===== config.mk =====
export PLATFORM = sky130hd
export DESIGN_NAME = srle_cmp
export DESIGN_NICKNAME = d
export VERILOG_FILES = /design/src/rtl/core/srle_pkg.sv /design/src/rtl/core/srle_cmp.sv
export SDC_FILE = /design/constraint.sdc
export NUM_CORES = 1
export LEC_CHECK = 0
export BUFFER_PORTS_ARGS = -buffer_cell sky130_fd_sc_hd__buf_2
export CORE_MARGIN = 1.5
export CORE_UTILIZATION = 25
export DETAILED_ROUTE_END_ITERATION = 10
export GPL_TIMING_DRIVEN = 0
export PLACE_DENSITY = 0.51
export SYNTH_ARGS = -nofsm -noshare
export SYNTH_HDL_FRONTEND = slang
export SYNTH_SLANG_ARGS = --single-unit

===== constraint.sdc =====
create_clock -name vclk -period 2.41
set_input_delay 0.1205 -clock vclk [all_inputs]
set_output_delay 0.1205 -clock vclk [all_outputs]
set_load 0.01 [all_outputs]

===== src/rtl/core/srle_pkg.sv =====
// ----------------------------------------------------------------------------
// Sorted range list package
// Shared widths, codes and types of the sorted range list with exclusion.
// ----------------------------------------------------------------------------
package srle_pkg;

	localparam int ADDR_W          = 64;
	localparam int IDX_W           = 5;
	localparam int COUNT_W         = 6;
	localparam int STAT_W          = 2;
	localparam int DEF_MAX_ENTRIES = 32;
	localparam int ENTRY_W         = 2 * ADDR_W;
	localparam int IN_DATA_W       = 136;
	localparam int OUT_DATA_W      = 136;

	localparam logic [COUNT_W-1:0] CAP_RESET = COUNT_W'(32);

	typedef enum logic [1:0] {
		REQ_CLEAR   = 2'd0,
		REQ_APPEND  = 2'd1,
		REQ_EXCLUDE = 2'd2,
		REQ_READ    = 2'd3
	} req_t;

	typedef enum logic [STAT_W-1:0] {
		STAT_OK      = 2'd0,
		STAT_NOSPACE = 2'd1,
		STAT_BADIDX  = 2'd2
	} stat_t;

	typedef enum logic [2:0] {
		ST_IDLE,
		ST_WALK,
		ST_SPLIT,
		ST_RDWAIT,
		ST_DONE
	} state_t;

	typedef enum logic [2:0] {
		ACT_COPY,
		ACT_COPY_STOP,
		ACT_DROP,
		ACT_SPLIT,
		ACT_NOSPACE,
		ACT_TRIM_END,
		ACT_TRIM_START
	} act_t;

	typedef struct packed {
		logic stop;
		logic full;
	} walk_ctl_t;

endpackage


===== src/rtl/core/srle_cmp.sv =====
// ----------------------------------------------------------------------------
// Range compare unit
// Classifies one stored range against the exclusion interval.
// ----------------------------------------------------------------------------
module srle_cmp (
	input  logic [srle_pkg::ADDR_W-1:0] ms,
	input  logic [srle_pkg::ADDR_W-1:0] me,
	input  logic [srle_pkg::ADDR_W-1:0] ent_start,
	input  logic [srle_pkg::ADDR_W-1:0] ent_end,
	input  srle_pkg::walk_ctl_t         ctl,
	output srle_pkg::act_t              act
);

	import srle_pkg::*;

	logic below;
	logic beyond;
	logic cov_lo;
	logic cov_hi;

	assign below  = ms > ent_end;
	assign beyond = me < ent_start;
	assign cov_lo = ms <= ent_start;
	assign cov_hi = me >= ent_end;

	always_comb begin
		if (ctl.stop || below) begin
			act = ACT_COPY;
		end else if (beyond) begin
			act = ACT_COPY_STOP;
		end else if (cov_lo && cov_hi) begin
			act = ACT_DROP;
		end else if (!cov_lo && !cov_hi) begin
			act = ctl.full ? ACT_NOSPACE : ACT_SPLIT;
		end else if (!cov_lo) begin
			act = ACT_TRIM_END;
		end else begin
			act = ACT_TRIM_START;
		end
	end

endmodule


After elaboration in Yosys (flattened, before gate mapping)
Cells that the tools add are included.

Reduce and logical (&&, ||, !) cells: 5. Mux-type cells: 6. $lt $le $gt $ge: 4.

Operator list (count): greater-or-equal comparator 64 bit (1); > comparator 64 bit (1); less-or-equal comparator 64 bit (1); < comparator 64 bit (1); 2-to-1 mux 3 bit (5); logical AND 1 bit (2); zero test 1 bit (2); 2-to-1 mux 2 bit (1); logical OR 1 bit (1).

Bits in registers: 0.

Depth between registers and ports, before layout
Gate-level depths: netlist of the first run.

Depth in word-level cells: 7. Mapped depth: 10. Mapped depth without buffers: 10.

Worst setup path before layout of the first run
OpenSTA, ideal clock, no wires.

Path type: input to output. From: in ent_end[33] in the netlist's numbering. To: out act[2]. Buffers on the path: 0. Stages: 10. Setup slack: 0.240 ns. Required time: 2.289 ns. Data arrival time: 2.050 ns. Cells stage by stage: inv_1 ha_1 a21o_1 a221o_1 a221oi_2 nor2_1 a211o_1 o21ai_2 nand2_1 a211oi_1.

Longest elaborated chain between the ends: 7. Elaborated cells on any way between the ends: 10. Classes of those cells: order compare (2); mux (4); reduce/logical (4).

RTL lines: start, declared (RTL line srle_cmp.sv:9) `input logic [srle_pkg::ADDR_W-1:0] ent_end,`; greater-or-equal comparator 64 bit (RTL line srle_cmp.sv:24) `assign cov_hi = me >= ent_end;`; zero test 1 bit (RTL line srle_cmp.sv:33) `end else if (!cov_lo && !cov_hi) begin`; logical AND 1 bit (RTL line srle_cmp.sv:33); 2-to-1 mux 3 bit (RTL line srle_cmp.sv:33); 2-to-1 mux 3 bit (RTL line srle_cmp.sv:31) `end else if (cov_lo && cov_hi) begin`; 2-to-1 mux 3 bit (RTL line srle_cmp.sv:29) `end else if (beyond) begin`; 2-to-1 mux 3 bit * (RTL line srle_cmp.sv:27) `if (ctl.stop || below) begin`; end, declared (RTL line srle_cmp.sv:11) `output srle_pkg::act_t act`.

Mark *: on every way between the ends. The rest lies on a longest branch, timed or not.

Final worst setup path of the first run
From: in ent_end[0] in the netlist's numbering. To: out act[2].

The elaborated chain is that of the path after synthesis.

==> flow_results.org, run 1 <==
** Status
- Result of the run :: finished, violations left
- The checks that failed: negative setup slack.

** Finish
- Of the cells placed in the final design, the portion with a size suffix greater than 1 is 31.8%.
- After routing the design area is 0.00829 mm^2.
- Layout clock buffer count :: 0
- There are 0 flip-flops and latches.
- Across the whole layout, storage elements account for 0 um^2.
- The library cells used most frequently in the layout, excluding fill and tap cells, are buf_2 (250), ha_1 (240), inv_1 (122), a21oi_1 (90), nand2_1 (58).
- Commonest non-fill, non-tap cell in the layout :: buf_2
- After the last flow step, the layout net total stands at 1572.
- Compared with the post-synthesis result, the final layout area differs by 38.3%.
- Excluding fillers, the count of instances in the completed layout stands at 1383.

** Synthesis
- The share of the Yosys chip area taken by registers is 0%.
- The cell area that synthesis handed to floorplanning was around 0.006 mm^2.
- Synthesized area per cell :: 7.65 um^2
- Count of unique library cells instantiated by Yosys :: 51
- Total of warnings raised by yosys :: 0
- Synthesis handed over a netlist of 783 instances.
- The number of nets in the synthesized netlist is between 1000 and 1500.

** Pwr
- Share of total power in sequential cells :: 0%
- The worst-case IR drop observed on VDD is 0.0668 mV.
- Summed over all nets, the switching power comes to 0.000718 W.
- Dividing total power by cell area gives a power density of 164 mW/mm^2.
- Fraction of power spent switching nets :: 52.9%
- For this design the static power due to leakage is 4.73 nW.
- Gate power share :: 100.0%
- Total chip power :: 0.00136 W
- Internal power summed over all cells :: 0.000639 W
- The clock network burns 0% of the power.

** Setup path
- The critical path in this run is classified as input port to output port.
- Data on the critical path is required at its endpoint by 2.29 ns.
- Kind of start point of the critical path :: input port
- Kind of end point of the critical path :: output port
- Crit path arrival time :: 2.41 ns
- Of all nets on the critical path, the largest fanout is 4.

** Routing
- Post-detailed-route wirelength per cell :: 15.6 um
- The first detailed-routing pass ran for 4 iterations.
- For this block, the routed nets add up to 21.5 mm of wire.
- Number of remaining DRC errors :: 0
- After detailed routing, the number of vias per cell comes to 4.76.
- The count of nets left with antenna violations once routing finished came out at 0.
- After the first detailed-routing iteration, the DRC count stood at 208.
- For this block, the via count after detailed routing is 6578.

** Die
- Once the floorplan was initialized, standard cells occupied 25.5% of the core.
- The die covers 0.0249 mm^2.
- Number of standard-cell rows in the floorplan :: 56
- # IOs :: between 200 and 300
- Standard cell core area :: 0.0235 mm^2
- Measured along the y axis, the die boundary spans 158 um.
- Floorplan die width :: 158 um

** Timing
- Max frequency :: 394 MHz
- Final setup viols :: 3
- Relative max-transition margin :: 60.9%
- For the pin with the worst max-slew slack, the measured transition is 0.582 ns.
- Final worst path period share :: 105%
- Final-report max-slew violation count :: 0
- Unrepaired setup endpoints after global routing :: true
- Final critical delay including setup and external delays :: around 2.5 ns
- Setup slack on the critical path of the routed design comes to -0.125 ns.
- Final hold slack :: around 0.64 ns
- Hold violation count in the final report :: 0
- Setup Total Neg Slack :: -0.291 ns

** Global routing
- Global route total overflow :: 0
- The first global-routing pass estimated 32.0 mm of wire.
- Global routing used 16.4% of the available tracks.
- Via count of the first global-routing pass :: 6456
- Pin count of the biggest net entering global routing :: 5
- Antenna violations before repair :: 6

** Clock tree
- Number of buffers inserted for hold repair after clock tree synthesis :: 0

** Place
- The HPWL after detailed placement is 20.2 mm.
- The congestion estimate from routability-driven global placement came to 0.888.
- Counting tap cells, the placed design contains a total of ~1400 instances.
- In this run the cell area measured after placement is 0.00770 mm^2.
- IO buf count :: ~260

** Job
- Count of max-cap constraint violations :: 0

** Min path
- Hold crit path type :: input port to output port
==> final timing paths <==
kind                       start     end  slack (ns)  cells past startpoint
worst min-delay path      ctl[0]  act[1]        0.64                      4
worst max-delay path  ent_end[0]  act[2]       -0.12                     11
==> kinds of logic after synthesis <==
logic type,after synthesis,synth area share (%)
compound gates,205,22.0
fa+ha+maj,255,53.2
simple gates,190,16.5
buf+inv,133,8.33
==> worst max-delay path, cell delays in order <==
cell	delay, ns
buf_4	0.13
ha_4	0.20
nand2b_4	0.13
a2111o_1	0.38
a311oi_2	0.27
a211oi_2	0.14
o2111ai_1	0.21
nand4_1	0.22
buf_4	0.20
a211oi_2	0.23
buf_2	0.18
==> stage by stage <==
step / util (%) / worst slack [ns]
after CTS: 34.5 / -0.226
after floorplan: - / 0.240
after global routing: 35.3 / -0.272
after detailed placement: 32.8 / -0.501
after global placement: 32.8 / -0.498
final: 35.3 / -0.125
==> cell usage after synthesis (all sizes together) (2+ instances only) <==
cell type  instances  area [um^2]
a2111oi            2         17.5
a211oi             7         52.6
a21boi             5         37.5
a21o              32          241
a21oi             90          450
a221o              4         40.0
a221oi             8         76.3
a22oi              2         15.0
and2               3         20.0
and4               9         80.1
ha               255         3190
inv              133          499
nand2             62          233
nand2b             2         12.5
nand3             27          135
nand4             42          263
nor2              21         78.8
nor2b              2         12.5
nor3               9         45.0
nor4               7         56.3
o211ai             6         45.0
o21a               3         22.5
o21ai             31          163
o2bb2ai            2         17.5
==> layer usage <==
metal  share of wire, %  up-vias  wire length [um]  global-route usage (%)
met5                  0        -                 0                       0
met4                1.6        0               348                    2.65
met3                4.1       22               888                    1.20
met2                 47      169             10200                    29.7
met1                 47     2912             10100                    21.4
li1                   -     3475                 -                       -
==> what timing repair did <==
item	CTS	global route
resized for setup	61	25
buffers inserted	8	5
endpoints found under the setup margin	3	3
pin swaps	26	16
hold endpoints to repair	0	0
==> final cells by class <==
type	instances	area, um^2
fill	2532	15200
multi-input combinational	650	5890
timing repair buffer	274	1470
inverter	133	509
tap	319	399
antenna	7	17.5
==> power groups by stage <==
stage / logic (W) / registers, W / clock network, W
after global routing: 0.00155 / 0 / 0.000000000222
after floorplan: 0.000726 / 0 / 0
final: 0.00136 / 0 / 0.000000000388
after detailed placement: 0.00123 / 0 / 0
after CTS: 0.00132 / 0 / 0
after global placement: 0.00122 / 0 / 0
Note: power is estimated with default switching activity, not from simulation.
==> inputs of run 2 (changes only) <==
==> constraint.sdc (replaced) <==
create_clock -name vclk -period 3
set_input_delay 0.15 -clock vclk [all_inputs]
set_output_delay 0.15 -clock vclk [all_outputs]
set_load 0.01 [all_outputs]
==> flow_results.org, run 2 (synthesis results as in run 1) <==
** Global routing
- Global-route usage over all layers :: 16.1%
- Via count of the first global-routing pass :: 6307
- Global route total overflow :: 0
- Global-route wire length before repair :: 31.2 mm
- Antenna violations before repair :: 4
- Entering global routing, the biggest net connects 5 pins.

** Routing
- Number of detailed-routing iterations run before antenna repair :: 4
- Once detail routing completed, the nets flagged for antenna violations numbered 0.
- Final wirelength :: 21.1 mm
- Number of remaining DRC errors :: 0
- Number of DRC markers after the initial detailed-route iteration :: 212
- Via total after detailed routing :: roughly 6500
- Using the TritonRoute via totals, the vias-per-cell ratio works out to 4.71.
- In the final routed layout, each cell accounts on average for 15.4 um.

** Pwr
- For this design the total switching power over the nets is 0.000537 W.
- The clock network burns 0% of the power.
- Share of total power in sequential cells :: 0%
- Total power density per cell area :: 128 mW/mm^2
- In this run switching power makes up 53.9% of total power.
- Internal power summed over all cells :: approximately 0.00046 W
- Maximum vdd ir drop :: 0.0512 mV
- Leakage :: 4.64 nW
- Of the total power, combinational logic draws 100.0%.

** Finish
- In the finished design the tool counted flip-flops and latches totalling 0.
- After routing the design area is between 0.007 and 0.008 mm^2.
- Commonest non-fill, non-tap cell in the layout :: buf_2
- Net total in the final layout :: 1561
- Fraction of final layout cells with drive strength greater than 1 :: roughly a quarter
- The filler cells instantiated in the layout total 2573.
- Once layout is complete, the cells apart from fillers number 1371.
- The clock buffers instantiated in the layout total 0.
- Cells fill 33.1% of the core in the end.
- In the final layout, flip-flops and latches occupy 0 um^2.
- In the layout the commonest cells are buf_2 (261), ha_1 (254), inv_1 (133), a21oi_1 (90), nand2_1 (62).
- Compared with the post-synthesis result, the final layout area differs by 29.8%.

** Setup path
- The most numerous cell type found on the critical path is buf_2.
- STA classifies the critical path endpoint as an output port.
- Largest fanout on the critical path :: 4
- Largest incremental delay on the critical path :: 0.45 ns
- Crit path kind :: input port to output port
- STA puts the critical path data required time at ~2.9 ns.
- Kind of start point of the critical path :: input port
- Crit path arrival time :: roughly 2.7 ns
- Cell with the largest stage delay on the worst path :: nor4_4
- The critical path goes through buf_2 > inv_1 > ha_1 > nand4_1 > nor4_4 > and3_1 > o311ai_0 > nand3_1 > o21ai_2 > nor3_1 > a211oi_2 > buf_2.

** Timing
- Relative max-transition margin :: 57.9%
- Setup slack closes at roughly 0.20 ns.
- Setup total negative slack on the finished layout was measured at 0 ns.
- Final-report max-slew violation count :: 0
- Pin slew with the least headroom to its limit :: between 0.6 and 0.7 ns
- Final setup viols :: 0
- Static timing analysis puts the maximum clock frequency at approximately 360 MHz.
- Counting I/O delays and the setup requirement, the final critical path takes roughly 2.8 ns.
- Dividing the final minimum period by the clock period gives 93.5%.
- Hold violation count in the final report :: 0

** Place
- Including well taps, the total number of placed cells is around 1400.
- Placed inst area :: around 0.0077 mm^2
- Total half-perimeter wirelength after legalization and detailed placement :: 20.2 mm
- IO buf count :: 261
- Timing analysis after detailed placement gives a worst setup slack of 0.0301 ns.
- Weighted congestion at the end of routability-driven global placement :: 0.888

** Die
- Standard cell core area :: ~0.023 mm^2
- Pin placement for this block handled 261 I/O pins.
- The die is 158 um tall.
- The initial utilization of the core area, before any placement, comes to approximately 26%.
- Die area :: 0.0249 mm^2
- The die is ~160 um wide.
- Number of standard-cell rows in the floorplan :: between 50 and 60

** Job
- The tool flagged a number of max-cap violations equal to 0.

** Status
- The flow ran to the end, and the final reports show no timing, DRC or antenna violations.

** Min path
- Hold crit path type :: input port to output port

** Clock tree
- Number of buffers inserted for hold repair after clock tree synthesis :: 0
run 2: changes by cell type in the layout (fill, tap and decap cells not counted), moves of 4 or more:
cell,previous run,this run
ha_1,240,254
nand2_1,58,62
ha_4,15,1
inv_1,122,133
buf_2,250,261
buf_4,14,2
buf_6,9,0
nand2_2,4,0
inv_2,7,0
inv_4,4,0
run 2: area by class of cell:
type	count	area (um^2)	area share [%]
tap	319	399	5.13
timing repair buffer	263	1320	17.0
antenna	6	15.0	0.193
multi-input combinational	650	5540	71.3
inverter	133	499	6.42
run 2: worst max-delay path, delay by kind of cell:
| kind | cells | cell delay [ns] |
|---|---|---|
| AOI/OAI and AO/OA | 3 | 0.44 |
| adders and majority gates | 1 | 0.31 |
| buffers and inverters | 3 | 0.30 |
| and+or+nand+nor | 5 | 1.44 |
run 2: worst paths after layout:
path / from / to / slack [ns] / cells after the start
setup / recovery: ent_start[62] / act[2] / 0.20 / 12
hold / removal: ctl[0] / act[1] / 0.70 / 4
run 2: power by group through the flow:
stage	clock, W	combinational (W)	sequential, W
after global routing	0.000000000134	0.00115	0
final	0.000000000267	0.000995	0
after detailed placement	0	0.000988	0
after CTS	0	0.000997	0
after global placement	0	0.000977	0
after floorplan	0	0.000584	0
run 2: through the flow:
stage,power (W),hold slack [ns]
6_report,0.000995,0.695
4_1_cts,0.000997,0.697
3_5_place_dp,0.000988,0.696
3_3_place_gp,0.000977,0.693
5_1_grt,0.00115,0.719
2_1_floorplan,0.000584,0.463
run 2: layer usage:
metal | wire length, um | up-vias | global-route usage (%)
met2 | 9890 | 159 | 28.9
met1 | 10000 | 2826 | 21.3
li1 | - | 3452 | -
met4 | 289 | 0 | 1.93
met5 | 0 | - | 0
met3 | 880 | 20 | 1.20
run 2: what timing repair did:
| action | CTS | global route |
|---|---|---|
| setup buffers | 0 | 2 |
| setup endpoints to repair | 0 | 3 |
| resized for setup | 0 | 6 |
==> inputs of run 3 (changes only) <==
--- a/config.mk
+++ b/config.mk
@@ -6,11 +6,13 @@
 export NUM_CORES = 1
 export LEC_CHECK = 0
 export BUFFER_PORTS_ARGS = -buffer_cell sky130_fd_sc_hd__buf_2
+export CELL_PAD_IN_SITES_DETAIL_PLACEMENT = 1
+export CELL_PAD_IN_SITES_GLOBAL_PLACEMENT = 1
 export CORE_MARGIN = 1.5
 export CORE_UTILIZATION = 25
 export DETAILED_ROUTE_END_ITERATION = 10
 export GPL_TIMING_DRIVEN = 0
-export PLACE_DENSITY = 0.51
+export PLACE_DENSITY = 0.66
 export SYNTH_ARGS = -nofsm -noshare
 export SYNTH_HDL_FRONTEND = slang
 export SYNTH_SLANG_ARGS = --single-unit
==> flow_results.org, run 3 (synthesis results as in run 1) <==
** Timing
- Unrepaired setup endpoints after global routing :: false
- Final hold analysis gives a worst-case slack of 0.694 ns.
- The number of hold violations in the final report came to 0.
- Setup slack closes at approximately 0.21 ns.
- The final-report max-slew violation count is 0.
- Final setup viols :: 0
- The worst path needs 2.79 ns of the cycle, external delays included.
- Max frequency :: 359 MHz
- Of the available clock period, the critical path in the final layout requires 93.0%.
- At the pin with the least slew margin, the transition time is 0.618 ns.
- The worst pin sits at a relative slew slack of roughly three fifths.

** Setup path
- The worst setup path is captured at an output port.
- Crit path arrival time :: between 2 and 3 ns
- Largest incremental delay on the critical path :: 0.40 ns
- The critical path runs through a total of 13 cells.
- Among all stages on the critical path, the largest delay is contributed by nor4_4.
- Chain of cells forming the critical path :: buf_2 > inv_1 > ha_1 > nand4_1 > nor4_4 > nand4b_1 > buf_4 > nor4_4 > nand4_1 > o21ai_2 > nand2_1 > a211oi_1 > buf_2
- Worst setup path end :: act[2]
- The most critical setup path has its startpoint at ent_end[59].
- Crit path kind :: input port to output port
- Crit path buffers/inverters :: 4
- Broken down by cell family, the worst path's largest delay share belongs to simple AND/OR/NAND/NOR gates.
- STA puts the critical path data required time at approximately 2.9 ns.
- Kind of start point of the critical path :: input port
- In this run the worst path has a maximum fanout of 3.

** Finish
- The area growth from synthesis to layout is 29.1%.
- The library cell used most frequently in the layout, excluding fill and tap cells, is buf_2.
- Sequential cell area :: 0 um^2
- Non-Filler Cell Area, Final :: 0.00774 mm^2
- After layout, the clock buffer instance count stands at 0.
- Highest-count cells in the layout ignoring fill and taps :: buf_2 (261), ha_1 (255), inv_1 (133), a21oi_1 (90), nand2_1 (62)
- After the last flow step, the layout net total stands at about 1600.
- The design has 0 sequential cells.
- Cells with a size suffix above 1 make up 26.2% of the layout.

** Die
- The core region is 0.0235 mm^2.
- The floorplan has 56 rows.
- The die covers 0.0249 mm^2.
- # IOs :: 261
- Initial standard-cell utilization of the core :: around a quarter
- Y dimension of the die :: 158 um
- Floorplan die width :: 158 um

** Global routing
- The number of global-route vias before repair is 6826.
- Pin count of the biggest net entering global routing :: 5
- Global-route wire length before repair :: between 30 and 40 mm
- The initial antenna violation count is 7.
- Global routing used a little under a fifth of the available tracks.
- Summed over all layers, the global routing overflow is 0.

** Place
- IO buf count :: 261
- The congestion estimate from routability-driven global placement came to 0.857.
- Placed inst area :: 0.00770 mm^2
- OpenSTA, run right after detailed placement, puts the worst setup slack at -0.142 ns.
- Total half-perimeter wirelength after legalization and detailed placement :: approximately 22 mm

** Pwr
- IR analysis of the VDD net gives a maximum drop of 0.0460 mV.
- Summed over all cells, the static leakage comes to 4.62 nW.
- Total chip power :: 0.00102 W
- In this run the power density over the cells is 131 mW/mm^2.

** Routing
- Number of remaining DRC errors :: 0
- Post-detailed-route wirelength per cell :: 17.1 um
- After detailed routing, the total wire length is 23.4 mm.
- Antenna-violating nets left :: 0
- Before antenna repair, the detailed router went through 4 iterations.
- After detailed routing, the number of vias per cell comes to 4.84.
- For this block, the initial DRC count from the detailed router was 139.
- Detailed routing inserted a total of 6617 vias.

** Min path
- Hold crit path type :: input port to output port
- Hold path startpoint :: ctl[0]
- The worst hold path passes through 4 cells.

** Clock tree
- The number of hold buffers added after CTS was 0.

** Status
- The run finished with clean final reports.

** Job
- Max-cap violations in this run came to 0.
## run 3: worst min-delay path by stage
| stage | slack (ns) | end |
|---|---|---|
| after floorplan | 0.46 | act[1] |
| after global placement | 0.69 | act[1] |
| after detailed placement | 0.70 | act[1] |
| after CTS | 0.70 | act[1] |
| after global routing | 0.73 | act[1] |
| final | 0.69 | act[1] |
## run 3: cell type report
cell class                      count  area, um^2
Multi-Input combinational cell    650        5520
Inverter                          133         499
Tap cell                          319         399
Fill cell                        3001       15700
Antenna cell                        4        10.0
Timing Repair Buffer              262        1310
## run 3: what timing repair did
item                                    in CTS  in global routing
setup buffers                                0                  1
endpoints found under the setup margin       2                  1
pin swaps                                    0                  3
resized for setup                            3                  0
## run 3: report_power, final
group             internal, W  switching (W)        total, W  leakage, nW
Sequential                  0              0               0            0
Clock          0.000000000178              0  0.000000000178    0.0000254
Combinational        0.000461       0.000554         0.00102         4.62
Total                0.000461       0.000554         0.00102         4.62
## run 3: per-stage QoR
step	setup TNS, ns	std cells	util [%]
2_1_floorplan	0	783	-
3_3_place_gp	-0.0529	1363	32.8
3_5_place_dp	-0.148	1363	32.8
4_1_cts	0	1363	32.9
5_1_grt	0	1367	33.0
6_report	0	1368	33.0
## run 3: worst min-delay path: cells and delay by family
kind            cells  cell delay, ns
buf+inv             2            0.24
compound gates      1            0.13
simple gates        1            0.03
## run 3: metal layers
layer / routed length (um) / GRT usage, % / up-vias
li1: - / - / 3447
met1: 10900 / 23.5 / 3001
met2: 11200 / 33.6 / 159
met3: 1100 / 1.62 / 8
met4: 128 / 0.943 / 2
met5: 12 / 0 / -
